## src/fwps_pkg.sv

```systemverilog
`timescale 1ns / 1ps

package fwps_pkg;

  localparam int DefQueueDepth  = 16;
  localparam int DefPayloadBits = 64;
  localparam int FieldPayloadW  = 64;
  localparam int FieldPrioW     = 8;
  localparam int OccupancyW     = 5;
  localparam int ApbAddrW       = 3;
  localparam int ApbDataW       = 32;

  localparam logic REG_LOWEST  = 1'b0;
  localparam logic REG_HIGHEST = 1'b1;

  localparam logic [FieldPrioW-1:0] LowestReset  = 8'd0;
  localparam logic [FieldPrioW-1:0] HighestReset = 8'd255;

  typedef enum logic [1:0] {
    KIND_APPEND      = 2'd0,
    KIND_REMOVE_HEAD = 2'd1,
    KIND_REMOVE_EQ   = 2'd2,
    KIND_REMOVE_GE   = 2'd3
  } kind_e;

  typedef enum logic [1:0] {
    STATUS_OK      = 2'd0,
    STATUS_BADPRIO = 2'd1,
    STATUS_FULL    = 2'd2,
    STATUS_NONE    = 2'd3
  } status_e;

  typedef enum logic {
    ST_IDLE,
    ST_SCAN
  } state_e;

  typedef struct packed {
    kind_e                   kind;
    logic [FieldPayloadW-1:0] payload;
    logic [FieldPrioW-1:0]    priority_req;
  } in_item_t;

  typedef struct packed {
    status_e                  status;
    logic [FieldPayloadW-1:0] out_payload;
    logic [FieldPrioW-1:0]    out_priority;
    logic [OccupancyW-1:0]    occupancy;
  } out_item_t;

  typedef struct packed {
    logic [FieldPrioW-1:0] lowest;
    logic [FieldPrioW-1:0] highest;
  } cfg_t;

  typedef struct packed {
    logic load;
    logic step;
    logic commit;
  } dp_cmd_t;

  typedef struct packed {
    logic done;
  } dp_status_t;

endpackage

```

## src/fwps_ctrl.sv

```systemverilog
`timescale 1ns / 1ps

module fwps_ctrl (
  input  logic                   clk_i,
  input  logic                   rst_ni,
  input  logic                   in_valid_i,
  output logic                   in_stall_o,
  output logic                   out_valid_o,
  input  logic                   out_stall_i,
  input  fwps_pkg::dp_status_t   dp_status_i,
  output fwps_pkg::dp_cmd_t      dp_cmd_o
);

  fwps_pkg::state_e state_q, state_d;
  logic             out_valid_q, out_valid_d;
  logic             slot_free;

  always_ff @(posedge clk_i or negedge rst_ni) begin
    if (!rst_ni) begin
      state_q     <= fwps_pkg::ST_IDLE;
      out_valid_q <= 1'b0;
    end else begin
      state_q     <= state_d;
      out_valid_q <= out_valid_d;
    end
  end

  assign slot_free = !out_valid_q || !out_stall_i;

  always_comb begin
    state_d         = state_q;
    dp_cmd_o.load   = 1'b0;
    dp_cmd_o.step   = 1'b0;
    dp_cmd_o.commit = 1'b0;
    in_stall_o      = 1'b1;
    out_valid_d     = out_valid_q && out_stall_i;
    unique case (state_q)
      fwps_pkg::ST_IDLE: begin
        in_stall_o = 1'b0;
        if (in_valid_i) begin
          dp_cmd_o.load = 1'b1;
          state_d       = fwps_pkg::ST_SCAN;
        end
      end
      fwps_pkg::ST_SCAN: begin
        if (!dp_status_i.done) begin
          dp_cmd_o.step = 1'b1;
        end else if (slot_free) begin
          dp_cmd_o.commit = 1'b1;
          out_valid_d     = 1'b1;
          state_d         = fwps_pkg::ST_IDLE;
        end
      end
      default: state_d = fwps_pkg::ST_IDLE;
    endcase
  end

  assign out_valid_o = out_valid_q;

endmodule

```

## src/fwps_dpath.sv

```systemverilog
`timescale 1ns / 1ps

module fwps_dpath #(
  parameter int QUEUE_DEPTH  = fwps_pkg::DefQueueDepth,
  parameter int PAYLOAD_BITS = fwps_pkg::DefPayloadBits,
  localparam int CntW = $clog2(QUEUE_DEPTH + 1),
  localparam int IdxW = $clog2(QUEUE_DEPTH)
) (
  input  logic                   clk_i,
  input  logic                   rst_ni,
  input  fwps_pkg::cfg_t         cfg_i,
  input  fwps_pkg::in_item_t     in_data_i,
  input  fwps_pkg::dp_cmd_t      dp_cmd_i,
  output fwps_pkg::dp_status_t   dp_status_o,
  output logic [CntW-1:0]        count_o,
  output fwps_pkg::out_item_t    out_data_o
);

  fwps_pkg::in_item_t          req_q;
  logic                        prio_ok_q;
  logic [CntW-1:0]             scan_q;
  logic [CntW-1:0]             count_q, count_d;
  logic [PAYLOAD_BITS-1:0]     pay_q [QUEUE_DEPTH];
  logic [fwps_pkg::FieldPrioW-1:0] pri_q [QUEUE_DEPTH];
  fwps_pkg::out_item_t         res_q, res_d;

  logic [IdxW-1:0]             idx;
  logic [PAYLOAD_BITS-1:0]     sel_pay;
  logic [fwps_pkg::FieldPrioW-1:0] sel_pri;
  logic                        in_range, hit, bad, is_append, full;
  logic                        append_ok, remove_ok;

  assign idx     = scan_q[IdxW-1:0];
  assign sel_pay = pay_q[idx];
  assign sel_pri = pri_q[idx];

  assign is_append = (req_q.kind == fwps_pkg::KIND_APPEND);
  assign bad       = !prio_ok_q && (req_q.kind != fwps_pkg::KIND_REMOVE_HEAD);
  assign full      = (count_q >= CntW'(QUEUE_DEPTH));
  assign in_range  = (scan_q < count_q);

  always_comb begin
    case (req_q.kind)
      fwps_pkg::KIND_REMOVE_HEAD: hit = in_range;
      fwps_pkg::KIND_REMOVE_EQ:   hit = in_range && (sel_pri == req_q.priority_req);
      fwps_pkg::KIND_REMOVE_GE:   hit = in_range && (sel_pri >= req_q.priority_req);
      default:                    hit = 1'b0;
    endcase
  end

  assign dp_status_o.done = is_append || bad || hit || !in_range;

  assign append_ok = is_append && !bad && !full;
  assign remove_ok = !is_append && !bad && hit;

  always_comb begin
    count_d = count_q;
    if (append_ok) begin
      count_d = count_q + CntW'(1);
    end else if (remove_ok) begin
      count_d = count_q - CntW'(1);
    end
  end

  always_comb begin
    res_d.out_payload  = '0;
    res_d.out_priority = '0;
    res_d.occupancy    = fwps_pkg::OccupancyW'(count_d);
    if (bad) begin
      res_d.status = fwps_pkg::STATUS_BADPRIO;
    end else if (is_append) begin
      res_d.status = full ? fwps_pkg::STATUS_FULL : fwps_pkg::STATUS_OK;
    end else if (hit) begin
      res_d.status       = fwps_pkg::STATUS_OK;
      res_d.out_payload  = fwps_pkg::FieldPayloadW'(sel_pay);
      res_d.out_priority = sel_pri;
    end else begin
      res_d.status = fwps_pkg::STATUS_NONE;
    end
  end

  always_ff @(posedge clk_i or negedge rst_ni) begin
    if (!rst_ni) begin
      count_q <= '0;
      scan_q  <= '0;
    end else begin
      if (dp_cmd_i.load) begin
        scan_q <= '0;
      end else if (dp_cmd_i.step) begin
        scan_q <= scan_q + CntW'(1);
      end
      if (dp_cmd_i.commit) begin
        count_q <= count_d;
      end
    end
  end

  always_ff @(posedge clk_i) begin
    if (dp_cmd_i.load) begin
      req_q     <= in_data_i;
      prio_ok_q <= (in_data_i.priority_req >= cfg_i.lowest) &&
                   (in_data_i.priority_req <= cfg_i.highest);
    end
    if (dp_cmd_i.commit) begin
      res_q <= res_d;
    end
  end

  always_ff @(posedge clk_i) begin
    for (int i = 0; i < QUEUE_DEPTH; i++) begin
      if (dp_cmd_i.commit && remove_ok && (CntW'(i) >= scan_q) && (i + 1 < QUEUE_DEPTH)) begin
        pay_q[i] <= pay_q[(i + 1) % QUEUE_DEPTH];
        pri_q[i] <= pri_q[(i + 1) % QUEUE_DEPTH];
      end else if (dp_cmd_i.commit && append_ok && (CntW'(i) == count_q)) begin
        pay_q[i] <= req_q.payload[PAYLOAD_BITS-1:0];
        pri_q[i] <= req_q.priority_req;
      end
    end
  end

  assign count_o    = count_q;
  assign out_data_o = res_q;

endmodule

```

## src/fifo_with_priority_select_dequeue.sv

```systemverilog
`timescale 1ns / 1ps
// Channel | Handshake                          | Payload
// in      | in_valid_i / in_stall_o            | in_data_i  (kind, payload, priority_req)
// out     | out_valid_o / out_stall_i          | out_data_o (status, out_payload,
//         |                                    |             out_priority, occupancy)
// config  | psel, penable, pwrite, pready      | paddr, pwdata, prdata
//
// One item at a time: after acceptance a match removal with a valid priority scans the
// queue one entry per cycle in the priority compare, stopping at the hit (or at the
// occupancy when nothing matches); other items need no scan. With the output free the
// result is then registered, and the next item is taken after that.
// Reset empties the queue and loads the priority bounds with 0 and 255.
// A result held by out_stall_i delays the next item's result, not its acceptance.

module fifo_with_priority_select_dequeue #(
  parameter int QUEUE_DEPTH  = fwps_pkg::DefQueueDepth,
  parameter int PAYLOAD_BITS = fwps_pkg::DefPayloadBits
) (
  input  logic                               clk_i,
  input  logic                               rst_ni,
  input  logic                               in_valid_i,
  output logic                               in_stall_o,
  input  fwps_pkg::in_item_t                 in_data_i,
  output logic                               out_valid_o,
  input  logic                               out_stall_i,
  output fwps_pkg::out_item_t                out_data_o,
  input  logic                               psel,
  input  logic                               penable,
  input  logic                               pwrite,
  input  logic [fwps_pkg::ApbAddrW-1:0]      paddr,
  input  logic [fwps_pkg::ApbDataW-1:0]      pwdata,
  output logic [fwps_pkg::ApbDataW-1:0]      prdata,
  output logic                               pready
);

  localparam int CntW = $clog2(QUEUE_DEPTH + 1);

  fwps_pkg::cfg_t       cfg_q;
  fwps_pkg::dp_cmd_t    dp_cmd;
  fwps_pkg::dp_status_t dp_status;
  logic [CntW-1:0]      count;
  logic                 wr_en;

  assign pready = 1'b1;
  assign wr_en  = psel && penable && pwrite && pready;

  always_ff @(posedge clk_i or negedge rst_ni) begin
    if (!rst_ni) begin
      cfg_q.lowest  <= fwps_pkg::LowestReset;
      cfg_q.highest <= fwps_pkg::HighestReset;
    end else if (wr_en) begin
      unique case (paddr[2])
        fwps_pkg::REG_LOWEST:  cfg_q.lowest  <= pwdata[fwps_pkg::FieldPrioW-1:0];
        fwps_pkg::REG_HIGHEST: cfg_q.highest <= pwdata[fwps_pkg::FieldPrioW-1:0];
        default: ;
      endcase
    end
  end

  always_comb begin
    unique case (paddr[2])
      fwps_pkg::REG_LOWEST:  prdata = fwps_pkg::ApbDataW'(cfg_q.lowest);
      fwps_pkg::REG_HIGHEST: prdata = fwps_pkg::ApbDataW'(cfg_q.highest);
      default:               prdata = '0;
    endcase
  end

  fwps_ctrl u_ctrl (
    .clk_i       (clk_i),
    .rst_ni      (rst_ni),
    .in_valid_i  (in_valid_i),
    .in_stall_o  (in_stall_o),
    .out_valid_o (out_valid_o),
    .out_stall_i (out_stall_i),
    .dp_status_i (dp_status),
    .dp_cmd_o    (dp_cmd)
  );

  fwps_dpath #(
    .QUEUE_DEPTH  (QUEUE_DEPTH),
    .PAYLOAD_BITS (PAYLOAD_BITS)
  ) u_dpath (
    .clk_i       (clk_i),
    .rst_ni      (rst_ni),
    .cfg_i       (cfg_q),
    .in_data_i   (in_data_i),
    .dp_cmd_i    (dp_cmd),
    .dp_status_o (dp_status),
    .count_o     (count),
    .out_data_o  (out_data_o)
  );

  a_count_bound: assert property (@(posedge clk_i) disable iff (!rst_ni)
    count <= CntW'(QUEUE_DEPTH))
    else $error("entry count above queue depth");

  a_busy_after_accept: assert property (@(posedge clk_i) disable iff (!rst_ni)
    (in_valid_i && !in_stall_o) |=> in_stall_o)
    else $error("new item taken while one is in progress");

  a_no_removal_zero: assert property (@(posedge clk_i) disable iff (!rst_ni)
    (out_valid_o && out_data_o.status != fwps_pkg::STATUS_OK) |->
      (out_data_o.out_payload == '0 && out_data_o.out_priority == '0))
    else $error("nonzero entry reported without a removal");

endmodule
```

## config.mk

```make
export PLATFORM = sky130hd
export DESIGN_NAME = fifo_with_priority_select_dequeue
export DESIGN_NICKNAME = d
export VERILOG_FILES = /design/src/fwps_pkg.sv /design/src/fwps_ctrl.sv /design/src/fwps_dpath.sv /design/src/fifo_with_priority_select_dequeue.sv
export SDC_FILE = /design/constraint.sdc
export NUM_CORES = 2
export LEC_CHECK = 0
export BUFFER_PORTS_ARGS = -buffer_cell sky130_fd_sc_hd__buf_2
export CAP_MARGIN = 20
export CORE_UTILIZATION = 43
export DETAILED_ROUTE_END_ITERATION = 10
export GPL_ROUTABILITY_DRIVEN = 0
export PLACE_DENSITY_LB_ADDON = 0.25
export SETUP_SLACK_MARGIN = 0.05
export SLEW_MARGIN = 30
export SYNTH_ARGS = -nofsm -noshare
export SYNTH_HDL_FRONTEND = slang
export SYNTH_SLANG_ARGS = --single-unit
export TNS_END_PERCENT = 10
```

## constraint.sdc

```tcl
create_clock -name clk_i -period 12.4 [get_ports clk_i]
set_input_delay 2.48 -clock clk_i [delete_from_list [all_inputs] [get_ports clk_i]]
set_output_delay 2.48 -clock clk_i [all_outputs]
set_load 0.02 [all_outputs]
```

==> impl_metrics.toml <==
[run_status]
outcome = "complete, no violations"

[timing]
fin_setup_tns_ns = 0
worst_slew_margin_rel_pct = 32.54
maxSlewViolCount = 0
whs_ns = 0.4861
period_needed_ns = 8.305
hold_violations = 0
setup_viol = 0
finClkSkew_ns = 0.02225
worstMarginPinSlew_ns = 1.012
grt_setup_unrepaired = "false"
post-route-period-util_pct = 66.97
max_freq_mhz = 120.4

[setup_path]
cpMostUsedCell = "buf_4"
r2r_start = "u_dpath.scan_q[1]"
cp_slowest_cell = "dfrtp_4"
critPathMaxStageDelay_ns = 0.85
timing.rr.end = "u_dpath.pay_q[6][0]"
crit_fanout = 36
reg2reg_slack_ns = 4.10
path_cells = "buf_4, buf_4, mux4_2, mux4_2, ha_1, nand2_1, o21bai_1, a21o_1, a21oi_4, nand2_4, buf_4, or4_1, o21ai_4, buf_4, buf_4"
worstPathArrival_ns = 8.70
crit_required_ns = 12.80
setup.worst_path.start_class = "flop"
crit_path_end_kind = "flop"
worstSetupPathType = "reg -> reg"
worst-r2r-cell-count = 15

[layout]
final_nets = 3907
fin_area_um2 = 71590
drive_above_1_share_pct = 45.62
syn_to_final_growth_pct = 11.89
fin_util_pct = 48.48

[placement]
placed_area_um2 = 66800
dp_hpwl_um = 95360
portBuffers = 178

[global_routing]
grt_util_all_layers_pct = 23.11
grt_pass1_vias = 36053
grt_max_degree = 125
grt_pass1_wl_um = 253400
grt-ovfl-total = 0
antenna_found_initial = 1

[drt]
vias = 34898
postRouteWirelength_um = 173300
routedWlPerCell_um = 29.90
viasPerCell = 6.019
ant_nets = 0
first_pass_iters = 5
drt-initial-drc-count = 2926
drc = 0

[yosys]
yosys-top-cells-area = "edfxtp_1 (61%), mux2_2 (16%), mux4_2 (11%)"
synth_area_leader_cell = "edfxtp_1"
async_flop_share_pct = 2.099
yosysMostFrequentCell = "edfxtp_1"
synth_warnings = 0
synth.avg_cell_area_um2 = 17.48
synthFlopType = "edfxtp_1"
ys_ff_latch = 1334
synth_edf_count = 1306
synth_top_area_share_pct = 61.30
synth_seq_area_share_pct = 62.41
synth_cell_types = 52
synth_common_cells = "edfxtp_1 (1306), mux2_2 (937), mux4_2 (310)"
syn-cell-area_um2 = 63980
synthCells = 3661

[clock_tree]
postCtsSetupRepairBufs = 0
cts_resized = 0
ctsHoldBuffers = 0
clkSlewWorstSetupHoldPaths_ns = 0.06
h-tree-depth = 4
cts_root_buf = "clkbuf_16"
clock-sinks = 1334
clockBufferDepth = 3
numCtsBuffers = 151
clk-insertion-delay-late_ns = 0.79
cts_tree = "done"

[floorplanning]
ios = 230
initial_core_util_pct = 43.33
die_h_um = 387.7
rows = 141
die-area_um2 = 150300
die_x_um = 387.7
coreArea_um2 = 147700

[pwr]
p_leak_nw = 24.04
power_density_nw_per_um2 = 216.9
finalPower_mw = 15.53
ir_drop_v = 0.0001329

[hold_path]
whs_endpoint = "u_dpath.pri_q[15][1]"
hp-start = "u_dpath.req_q[1]"
whs_path_depth = 0
min-delay-path-class = "reg -> reg"

[run]
cap_viol_max_count = 0
final cells by class:
type                       count  area [um^2]
tap                         1930         2415
antenna                        1        2.502
clock buffer                 176         3892
sequential                  1334        39940
inverter                      33        126.4
multi-input combinational   1978        22730
fill                       12350        76080
clock inverter                89        889.6
timing repair buffer         257         1585
worst max-delay path by stage:
stage,startpoint,endpoint,slack [ns],cells after the start
2_1_floorplan,u_dpath.scan_q[1],u_dpath.pay_q[1][0],3.23,12
3_3_place_gp,u_dpath.scan_q[1],u_dpath.pay_q[12][40],4.02,15
3_5_place_dp,u_dpath.scan_q[1],u_dpath.pay_q[9][38],4.02,15
4_1_cts,u_dpath.scan_q[1],u_dpath.pay_q[6][60],3.98,15
5_1_grt,u_dpath.scan_q[1],u_dpath.pay_q[9][38],3.78,15
6_report,u_dpath.scan_q[1],u_dpath.pay_q[6][0],4.10,15
critical path, delay by kind of cell, from the launching register on:
kind                       cells  cell delay [ns]
AOI/OAI and AO/OA              4             1.36
adders and majority gates      1             0.32
buffers and inverters          5             3.03
DFF                            1             0.85
muxes                          2             1.11
and+or+nand+nor                3             1.09
per-stage QoR:
stage               setup slack, ns  instances
global route                  3.785       5797
CTS                           3.982       5797
global placement              4.017       5527
floorplan                     3.230       3684
detailed placement            4.017       5532
finish                        4.095       5798
kinds of logic (layout without fill, tap and decap cells):
group                    count (synthesis)  count (layout)  synth area share (%)
AO/OA/AOI/OAI                          286             286                 2.765
flip-flops                            1334            1334                 62.41
XOR/XNOR                                 6               6               0.08213
AND/OR/NAND/NOR                        272             272                 2.265
adder cells (fa/ha/maj)                 36              36                0.7040
buffers and inverters                  372             555                 2.597
other                                    2              26               0.01174
multiplexers                          1353            1353                 29.17
layout by cell type (no fill, tap or decap), types with 20 or more instances in the layout:
| master | synthesis | routed |
|---|---|---|
| a211oi_1 | 102 | 101 |
| and3_1 | 24 | 24 |
| buf_2 | 125 | 178 |
| buf_4 | 25 | 70 |
| clkbuf_1 | 176 | 23 |
| clkbuf_16 | 0 | 151 |
| clkinv_1 | 0 | 33 |
| clkinv_2 | 0 | 20 |
| conb_1 | 2 | 25 |
| edfxtp_1 | 1306 | 1306 |
| ha_1 | 36 | 36 |
| inv_1 | 31 | 31 |
| mux2_1 | 55 | 55 |
| mux2_2 | 937 | 937 |
| mux2i_1 | 51 | 51 |
| mux4_2 | 310 | 310 |
| nand2_1 | 131 | 128 |
| nor2b_1 | 53 | 52 |
| o21ai_0 | 134 | 122 |
metal layers:
| metal | share of wire, % | vias to the layer above | GRT usage, % |
|---|---|---|---|
| li1 | - | 14924 | - |
| met1 | 42 | 18670 | 31.01 |
| met2 | 50 | 1075 | 39.09 |
| met3 | 5.7 | 229 | 3.624 |
| met4 | 2.3 | 0 | 5.996 |
| met5 | 0 | - | 0 |
sequential cells by signal, summed over array words and instances, names as in the netlist:
signal and cells:
u_dpath.pay_q 1024, u_dpath.prio_ok_q 1, u_dpath.scan_q 5, u_ctrl.state_q 1, u_dpath.pri_q 128, u_dpath.count_o 5, u_dpath.req_q 74, cfg_q 16
u_dpath.out_data_o 79, u_ctrl.out_valid_o 1
power by group:
| group | switching [mW] | internal (mW) | leakage, nW |
|---|---|---|---|
| logic | 2.48 | 1.82 | 9.45 |
| clock network | 1.88 | 2.53 | 2.32 |
| registers | 0.587 | 6.23 | 12.3 |
| total | 4.95 | 10.6 | 24.0 |
Power figures use the tool's default switching activity.
